`config.mk`:
```
export PLATFORM = sky130hd
export DESIGN_NAME = datetime_difference_seconds
export DESIGN_NICKNAME = d
export VERILOG_FILES = /design/src/rtl/dtd_pkg.sv /design/src/rtl/datetime_difference_seconds.sv
export SDC_FILE = /design/constraint.sdc
export NUM_CORES = 2
export LEC_CHECK = 0
export BUFFER_PORTS_ARGS = -buffer_cell sky130_fd_sc_hd__buf_2
export CAP_MARGIN = 20
export CORE_MARGIN = 2
export CORE_UTILIZATION = 45
export DETAILED_ROUTE_END_ITERATION = 16
export PLACE_DENSITY = 0.58
export SYNTH_ARGS = -nofsm -noshare
export SYNTH_HDL_FRONTEND = slang
export SYNTH_SLANG_ARGS = --single-unit
```
`constraint.sdc`:
```
create_clock -name clk_i -period 25.2 [get_ports clk_i]
set_clock_uncertainty 0.2 [all_clocks]
set_input_delay 1.26 -clock clk_i [delete_from_list [all_inputs] [get_ports clk_i]]
set_output_delay 1.26 -clock clk_i [all_outputs]
set_load 0.05 [all_outputs]
```
`src/rtl/dtd_pkg.sv`:
```
`default_nettype none

package dtd_pkg;

  localparam int DUR_W     = 39;
  localparam int STATUS_W  = 2;
  localparam int MONTH_W   = 4;
  localparam int DAY_W     = 5;
  localparam int HOUR_W    = 5;
  localparam int MIN_W     = 6;
  localparam int SEC_W     = 6;
  localparam int TOD_W     = 17;
  localparam int MDAY_W    = 9;

  // floor(2^36 / 100), quotient estimate is exact or one low for inputs below 2^34
  localparam int RECIP_W     = 30;
  localparam int RECIP_SHIFT = 36;
  localparam logic [RECIP_W-1:0] RECIP100 = 30'd687194767;

  localparam int SECS_PER_DAY  = 86400;
  localparam int SECS_PER_HOUR = 3600;
  localparam int SECS_PER_MIN  = 60;
  localparam int DAYS_PER_YEAR = 365;
  localparam int YEAR_OFFSET   = 400;
  localparam int CENTURY       = 100;

  localparam logic [63:0] DUR_MAX = (64'd1 << DUR_W) - 64'd1;

  typedef enum logic [STATUS_W-1:0] {
    ST_OK        = 2'd0,
    ST_BAD_FIELD = 2'd1,
    ST_REVERSED  = 2'd2
  } status_e;

  function automatic logic fields_ok(
    input logic [MONTH_W-1:0] mo,
    input logic [DAY_W-1:0]   dy,
    input logic [HOUR_W-1:0]  hr,
    input logic [MIN_W-1:0]   mi,
    input logic [SEC_W-1:0]   sc
  );
    return (mo >= 4'd1) && (mo <= 4'd12) && (dy >= 5'd1) &&
           (hr <= 5'd23) && (mi <= 6'd59) && (sc <= 6'd59);
  endfunction

  // march-based month index: january and february belong to the previous year
  function automatic logic [MONTH_W-1:0] month_shift(input logic [MONTH_W-1:0] mo);
    return (mo <= 4'd2) ? mo + 4'd9 : mo - 4'd3;
  endfunction

  // days from march 1 to the first of the shifted month
  function automatic logic [MDAY_W-1:0] days_before(input logic [MONTH_W-1:0] mp);
    logic [MDAY_W-1:0] r;
    case (mp)
      4'd0:    r = 9'd0;
      4'd1:    r = 9'd31;
      4'd2:    r = 9'd61;
      4'd3:    r = 9'd92;
      4'd4:    r = 9'd122;
      4'd5:    r = 9'd153;
      4'd6:    r = 9'd184;
      4'd7:    r = 9'd214;
      4'd8:    r = 9'd245;
      4'd9:    r = 9'd275;
      4'd10:   r = 9'd306;
      4'd11:   r = 9'd337;
      default: r = 9'd0;
    endcase
    return r;
  endfunction

endpackage

`default_nettype wire

```
`src/rtl/datetime_difference_seconds.sv`:
```
`default_nettype none

// channel   direction  handshake                 payload
// in        input      in_valid_i / in_ready_o    first_* and last_* date and time fields
// out       output     out_valid_o / out_ready_i  duration_seconds_o, status_o
//
// five register stages: input, reciprocal multiply, day count, seconds, result.
// one item per cycle while the output is not stalled; an item moves from the input
// stage through the reciprocal multiply, day count and seconds stages to the result.
// the multiply by the reciprocal of 100 sets the depth. reset clears only the stage
// valid bits; there is no clearing pass. a stall at the output backs up stage by
// stage, so bubbles in the pipe still take new items while a result waits.

module datetime_difference_seconds #(
  parameter int YEAR_BITS = 14
) (
  input  wire                          clk_i,
  input  wire                          rst_ni,
  input  wire                          in_valid_i,
  output logic                         in_ready_o,
  input  wire  [YEAR_BITS-1:0]         first_year_i,
  input  wire  [dtd_pkg::MONTH_W-1:0]  first_month_i,
  input  wire  [dtd_pkg::DAY_W-1:0]    first_day_i,
  input  wire  [dtd_pkg::HOUR_W-1:0]   first_hour_i,
  input  wire  [dtd_pkg::MIN_W-1:0]    first_minute_i,
  input  wire  [dtd_pkg::SEC_W-1:0]    first_second_i,
  input  wire  [YEAR_BITS-1:0]         last_year_i,
  input  wire  [dtd_pkg::MONTH_W-1:0]  last_month_i,
  input  wire  [dtd_pkg::DAY_W-1:0]    last_day_i,
  input  wire  [dtd_pkg::HOUR_W-1:0]   last_hour_i,
  input  wire  [dtd_pkg::MIN_W-1:0]    last_minute_i,
  input  wire  [dtd_pkg::SEC_W-1:0]    last_second_i,
  output logic                         out_valid_o,
  input  wire                          out_ready_i,
  output logic [dtd_pkg::DUR_W-1:0]    duration_seconds_o,
  output logic [dtd_pkg::STATUS_W-1:0] status_o
);

  import dtd_pkg::*;

  localparam int YW     = YEAR_BITS + 1;
  localparam int PW     = YW + RECIP_W;
  localparam int QW     = PW - RECIP_SHIFT;
  localparam int DW     = YW + 9;
  localparam int TW     = DW + 17;
  localparam int NSTAGE = 5;

  // stage valid bits and per-stage advance
  logic [NSTAGE-1:0] v_q;
  logic [NSTAGE-1:0] en;

  always_comb begin
    en[NSTAGE-1] = !v_q[NSTAGE-1] || out_ready_i;
    for (int k = NSTAGE - 2; k >= 0; k--) begin
      en[k] = !v_q[k] || en[k+1];
    end
  end

  assign in_ready_o  = en[0];
  assign out_valid_o = v_q[NSTAGE-1];

  always_ff @(posedge clk_i or negedge rst_ni) begin
    if (!rst_ni) begin
      v_q <= '0;
    end else begin
      if (en[0]) begin
        v_q[0] <= in_valid_i;
      end
      for (int k = 1; k < NSTAGE; k++) begin
        if (en[k]) begin
          v_q[k] <= v_q[k-1];
        end
      end
    end
  end

  // endpoint arrays: index 0 is the start, 1 the end
  logic [YEAR_BITS-1:0] yr_q [2];
  logic [MONTH_W-1:0]   mo_q [2];
  logic [DAY_W-1:0]     dy_q [2];
  logic [HOUR_W-1:0]    hr_q [2];
  logic [MIN_W-1:0]     mi_q [2];
  logic [SEC_W-1:0]     sc_q [2];

  logic [YW-1:0]        y1_d    [2];
  logic [YW-1:0]        y1_q    [2];
  logic [PW-1:0]        prod1_d [2];
  logic [PW-1:0]        prod1_q [2];
  logic [DW-1:0]        y365_d  [2];
  logic [DW-1:0]        y365_q  [2];
  logic [MONTH_W-1:0]   mp1_q   [2];
  logic [DAY_W-1:0]     dy1_q   [2];
  logic [TOD_W-1:0]     tod1_d  [2];
  logic [TOD_W-1:0]     tod1_q  [2];
  logic                 bad1_d;
  logic                 bad1_q;

  logic [DW-1:0]        days2_d [2];
  logic [DW-1:0]        days2_q [2];
  logic [TOD_W-1:0]     tod2_q  [2];
  logic                 bad2_q;

  logic [TW-1:0]        t3_d [2];
  logic [TW-1:0]        t3_q [2];
  logic                 bad3_q;

  logic [DUR_W-1:0]     dur_d;
  logic [DUR_W-1:0]     dur_q;
  status_e              status_d;
  status_e              status_q;

  always_ff @(posedge clk_i) begin
    if (en[0]) begin
      yr_q[0] <= first_year_i;
      mo_q[0] <= first_month_i;
      dy_q[0] <= first_day_i;
      hr_q[0] <= first_hour_i;
      mi_q[0] <= first_minute_i;
      sc_q[0] <= first_second_i;
      yr_q[1] <= last_year_i;
      mo_q[1] <= last_month_i;
      dy_q[1] <= last_day_i;
      hr_q[1] <= last_hour_i;
      mi_q[1] <= last_minute_i;
      sc_q[1] <= last_second_i;
    end
    if (en[1]) begin
      bad1_q <= bad1_d;
      for (int e = 0; e < 2; e++) begin
        y1_q[e]    <= y1_d[e];
        prod1_q[e] <= prod1_d[e];
        y365_q[e]  <= y365_d[e];
        mp1_q[e]   <= month_shift(mo_q[e]);
        dy1_q[e]   <= dy_q[e];
        tod1_q[e]  <= tod1_d[e];
      end
    end
    if (en[2]) begin
      bad2_q <= bad1_q;
      for (int e = 0; e < 2; e++) begin
        days2_q[e] <= days2_d[e];
        tod2_q[e]  <= tod1_q[e];
      end
    end
    if (en[3]) begin
      bad3_q <= bad2_q;
      for (int e = 0; e < 2; e++) begin
        t3_q[e] <= t3_d[e];
      end
    end
    if (en[4]) begin
      dur_q    <= dur_d;
      status_q <= status_d;
    end
  end

  assign bad1_d = !fields_ok(mo_q[0], dy_q[0], hr_q[0], mi_q[0], sc_q[0]) ||
                  !fields_ok(mo_q[1], dy_q[1], hr_q[1], mi_q[1], sc_q[1]);

  for (genvar e = 0; e < 2; e++) begin : g_end
    logic [QW-1:0] q_est;
    logic [YW-1:0] r_full;
    logic [QW-1:0] q_fix;
    logic [7:0]    r_fix;

    // shifted year, one less for january and february
    assign y1_d[e]    = YW'(yr_q[e]) + YW'(YEAR_OFFSET) - YW'(mo_q[e] <= 4'd2);
    assign prod1_d[e] = PW'(y1_d[e]) * PW'(RECIP100);
    assign y365_d[e]  = DW'(y1_d[e]) * DW'(DAYS_PER_YEAR);
    assign tod1_d[e]  = TOD_W'(hr_q[e]) * TOD_W'(SECS_PER_HOUR) +
                        TOD_W'(mi_q[e]) * TOD_W'(SECS_PER_MIN) + TOD_W'(sc_q[e]);

    // y = 100q + r, then y/4 - y/100 + y/400 = 24q + q/4 + r/4
    assign q_est  = prod1_q[e][RECIP_SHIFT +: QW];
    assign r_full = y1_q[e] - YW'(q_est) * YW'(CENTURY);
    always_comb begin
      if (r_full >= YW'(CENTURY)) begin
        q_fix = q_est + QW'(1);
        r_fix = r_full[7:0] - 8'(CENTURY);
      end else begin
        q_fix = q_est;
        r_fix = r_full[7:0];
      end
    end

    assign days2_d[e] = y365_q[e] + DW'(q_fix) * DW'(24) + DW'(q_fix >> 2) +
                        DW'(r_fix >> 2) + DW'(days_before(mp1_q[e])) +
                        DW'(dy1_q[e]) - DW'(1);
    assign t3_d[e]    = TW'(days2_q[e]) * TW'(SECS_PER_DAY) + TW'(tod2_q[e]);
  end

  always_comb begin
    logic [TW-1:0] diff;
    diff = t3_q[1] - t3_q[0];
    if (bad3_q) begin
      status_d = ST_BAD_FIELD;
      dur_d    = '0;
    end else if (t3_q[1] < t3_q[0]) begin
      status_d = ST_REVERSED;
      dur_d    = '0;
    end else begin
      status_d = ST_OK;
      dur_d    = (diff > TW'(DUR_MAX)) ? '1 : diff[DUR_W-1:0];
    end
  end

  assign duration_seconds_o = dur_q;
  assign status_o           = status_q;

  // a status other than ok never carries a duration
  assert property (@(posedge clk_i) disable iff (!rst_ni)
    out_valid_o && (status_o != ST_OK) |-> duration_seconds_o == '0)
    else $error("nonzero duration with error status");

  // a transfer always lands in the input stage
  assert property (@(posedge clk_i) disable iff (!rst_ni)
    in_valid_i && in_ready_o |=> v_q[0])
    else $error("accepted item lost at input stage");

  // an item in the last compute stage reaches the output when it advances
  assert property (@(posedge clk_i) disable iff (!rst_ni)
    v_q[NSTAGE-2] && en[NSTAGE-1] |=> out_valid_o)
    else $error("item dropped before result register");

  // an invalid field flag follows its item down the pipe
  assert property (@(posedge clk_i) disable iff (!rst_ni)
    v_q[1] && bad1_q && en[2] |=> bad2_q)
    else $error("invalid field flag lost");

endmodule

`default_nettype wire
```
==> results.sh <==
export IMPL_synth_cell_types=105
export IMPL_firstDrtPassIters=5
export IMPL_place_ws_ps=14490
export IMPL_die_width_um=356.4
export IMPL_dp_hpwl_um=106900
export IMPL_synth_compound_area_frac=0.1031
export IMPL_post_cts_buffers=0
export IMPL_synth_largest_area_cell="ha_1"
export IMPL_cts_sinks=437
export IMPL_slowest_delay_ps=640
export IMPL_antenna_found_initial=3
export IMPL_crit_family="adder cells"
export IMPL_hold_class="flop to flop"
export IMPL_arrival_ps=10930
export IMPL_grt_pass1_vias=37570
export IMPL_drc=0
export IMPL_clock_latency_ps=650
export IMPL_setup_ws_ps=14450
export IMPL_finalWirelength_um=125300
export IMPL_period_needed_ps=10750
export IMPL_ys_warn_count=0
export IMPL_netlist_top_cells_area="ha_1 25%, edfxtp_1 23%, fa_1 20%"
export IMPL_rsz0062_at_grt="no"
export IMPL_seq_area_frac_synth=0.2343
export IMPL_critical_path_class="flop to flop"
export IMPL_clock_root_buffer="clkbuf_16"
export IMPL_htree_levels=2
export IMPL_initial_core_util=0.4527
export IMPL_synth_ff_type="edfxtp_1"
export IMPL_grt_total_usage=0.2028
export IMPL_rows=129
export IMPL_cts_made_buffers=54
export IMPL_gp_congestion=0.8940
export IMPL_grt_pass1_wl_um=203400
export IMPL_tns_ps=0
export IMPL_synth_seq_cells=437
export IMPL_status="completed"
export IMPL_cts_resized=0
export IMPL_syn_nets=7164
export IMPL_synth_xor_area_frac=0.05887
export IMPL_cts_tree="built"
export IMPL_max_slew_margin=0.2751
export IMPL_clock_path_buffers=3
export IMPL_fin_crit_sh=0.4264
export IMPL_wire_per_inst_um=17.24
export IMPL_end_kind="flop"
export IMPL_yosys_area_share_adder=0.4433
export IMPL_hold_end="tod2_q[0][1]"
export IMPL_regToRegStartpoint="prod1_q[0][84]"
export IMPL_synth_top_area_frac=0.2478
export IMPL_timing_fmax_ghz=0.09306
export IMPL_synthMuxAreaShare=0.002171
export IMPL_finalMaxSlewViolations=0
export IMPL_dieArea_sq_mm=0.1270
export IMPL_hold_start="tod1_q[0][1]"
export IMPL_ff2ff_setup_slack_ps=14450
export IMPL_io_buffers=126
export IMPL_synth_simple_area_share=0.06932
export IMPL_synthArstFlopShare=0.01144
export IMPL_finalNetCount=7322
export IMPL_syn2layout_area_growth_pct=8.135
export IMPL_io_pins=127
export IMPL_hold_viol=0
export IMPL_r2r_cells=37
export IMPL_whs_ps=212.7
export IMPL_nFillCells=11510
export IMPL_hold_buffers=0
export IMPL_cts_clk_slew_worst_paths_ps=60
export IMPL_postSynthAreaPerCell_sq_um=10.30
export IMPL_worst_pin_slew_ps=1080
export IMPL_reg2reg_to="days2_q[0][45]"
export IMPL_syn_instance_count=5427
export IMPL_die_h_um=356.4
export IMPL_drt_iter0_markers=2072
export IMPL_overflow=0
export IMPL_drive_gt1_frac=0.05507
export IMPL_hold_depth=0
export IMPL_worst_path_buf_inv=2
export IMPL_setup_viol=0
export IMPL_vias_per_cell=5.071
export IMPL_syn_area_sq_mm=0.05590
export IMPL_coreArea_sq_mm=0.1235
export IMPL_required_ps=25390
export IMPL_synth_top_family_by_area="adder cells"
export IMPL_slowest_stage="edfxtp_1"
export IMPL_synth_edf_count=432
export IMPL_vias=36850
export IMPL_grt_max_degree=148
export IMPL_max_cap_violations=0
export IMPL_postRouteAntennaNets=0
export IMPL_path_max_fanout=13
export IMPL_worstSetupStartpointType="flop"
-- layer usage --
metal / vias up / GRT usage / routed length, um / share of wire
met5: - / 0 / 0 / 0
met4: 0 / 0.05046 / 2970 / 0.024
met3: 144 / 0.02542 / 5531 / 0.044
met2: 634 / 0.3122 / 53810 / 0.43
met1: 17600 / 0.3018 / 63020 / 0.50
li1: 18480 / - / - / -
-- per-stage QoR --
stage / area, sq um / util / instances
2_1_floorplan: 55900 / - / 5427
3_3_place_gp: 58600 / 0.4746 / 7165
3_5_place_dp: 58600 / 0.4746 / 7165
4_1_cts: 60430 / 0.4894 / 7265
5_1_grt: 60440 / 0.4895 / 7266
6_report: 60440 / 0.4895 / 7268
-- kinds of logic after synthesis --
family | count (synthesis)
adders and majority gates | 1653
buffers and inverters | 1313
AOI/OAI and AO/OA | 879
and+or+nand+nor | 759
DFF | 437
xor gates and xnor gates | 374
muxes | 12
-- cells in the mapped netlist, types with 39 or more instances --
library cell,count
a21o_1,110
a21oi_1,302
edfxtp_1,432
fa_1,546
ha_1,1107
inv_1,1270
nand2_1,172
nand3_1,64
nand4_1,39
nor2_1,187
nor2b_1,43
nor3_1,67
o21a_1,50
o21ai_0,121
o21bai_1,59
xnor2_1,271
xor2_1,101
-- cells in the final DEF, fill, tap and decap left out, drive strengths merged, types with 8 or more instances in the layout --
master / instances
ha: 1107
nand4: 40
nor4: 13
a211oi: 33
nor2b: 43
nand2: 172
a2111oi: 8
buf: 144
and4: 8
a21oi: 306
inv: 1274
clkbuf: 63
o31ai: 27
o21ai: 132
or2: 16
clkinv: 21
xnor2: 273
and3: 28
nor2: 187
mux2i: 11
nand2b: 34
nor3: 73
a21o: 112
a211o: 12
edfxtp: 432
and2: 13
o21bai: 59
o22ai: 8
o211ai: 15
or3: 26
a21boi: 20
xor2: 101
fa: 546
nor3b: 14
o21a: 51
a31oi: 25
nand3: 65
-- how the worst max path moves through the flow --
stage / from / endpoint / slack, ps / cells after the start
after floorplan: prod1_q[0][36] / days2_q[0][23] / 15380 / 42
after global placement: prod1_q[0][84] / days2_q[0][45] / 14650 / 37
after detailed placement: prod1_q[0][84] / days2_q[0][45] / 14490 / 37
after CTS: prod1_q[0][84] / days2_q[0][45] / 14420 / 37
after global routing: prod1_q[0][84] / days2_q[0][45] / 13690 / 37
final: prod1_q[0][84] / days2_q[0][45] / 14450 / 37
-- state kept, by name, summed over array words and instances, names as in the netlist, 12 cells and up --
| name | count |
|---|---|
| mi_q | 12 |
| yr_q | 28 |
| sc_q | 12 |
| tod1_q | 34 |
| prod1_q | 18 |
| days2_q | 48 |
| tod2_q | 34 |
| t3_q | 82 |
| duration_seconds_o | 39 |
| y365_q | 44 |
| y1_q | 30 |
-- worst register-to-register path, delay by kind of cell, from the launching register on --
| family | cells | cell delay [ps] |
|---|---|---|
| xor gates and xnor gates | 2 | 310 |
| AOI/OAI and AO/OA | 16 | 3290 |
| buffers and inverters | 2 | 120 |
| muxes | 1 | 260 |
| DFF | 1 | 640 |
| and+or+nand+nor | 5 | 1080 |
| adders and majority gates | 11 | 4580 |
-- area by class of cell --
cell class / instances / area, sq um / share of cell area
clock inverter: 37 / 425.4 / 0.007038
tap: 1637 / 2048 / 0.03389
clock buffer: 63 / 1405 / 0.02325
inverter: 1271 / 4771 / 0.07893
antenna: 2 / 5.005 / 0.00008280
multi-input combinational: 3677 / 37910 / 0.6272
timing repair buffer: 144 / 778.2 / 0.01288
sequential: 437 / 13100 / 0.2167
Power is left out: the tool's default activity adds up to more than one toggle a clock period on the data nets, which glitch-free logic cannot reach.
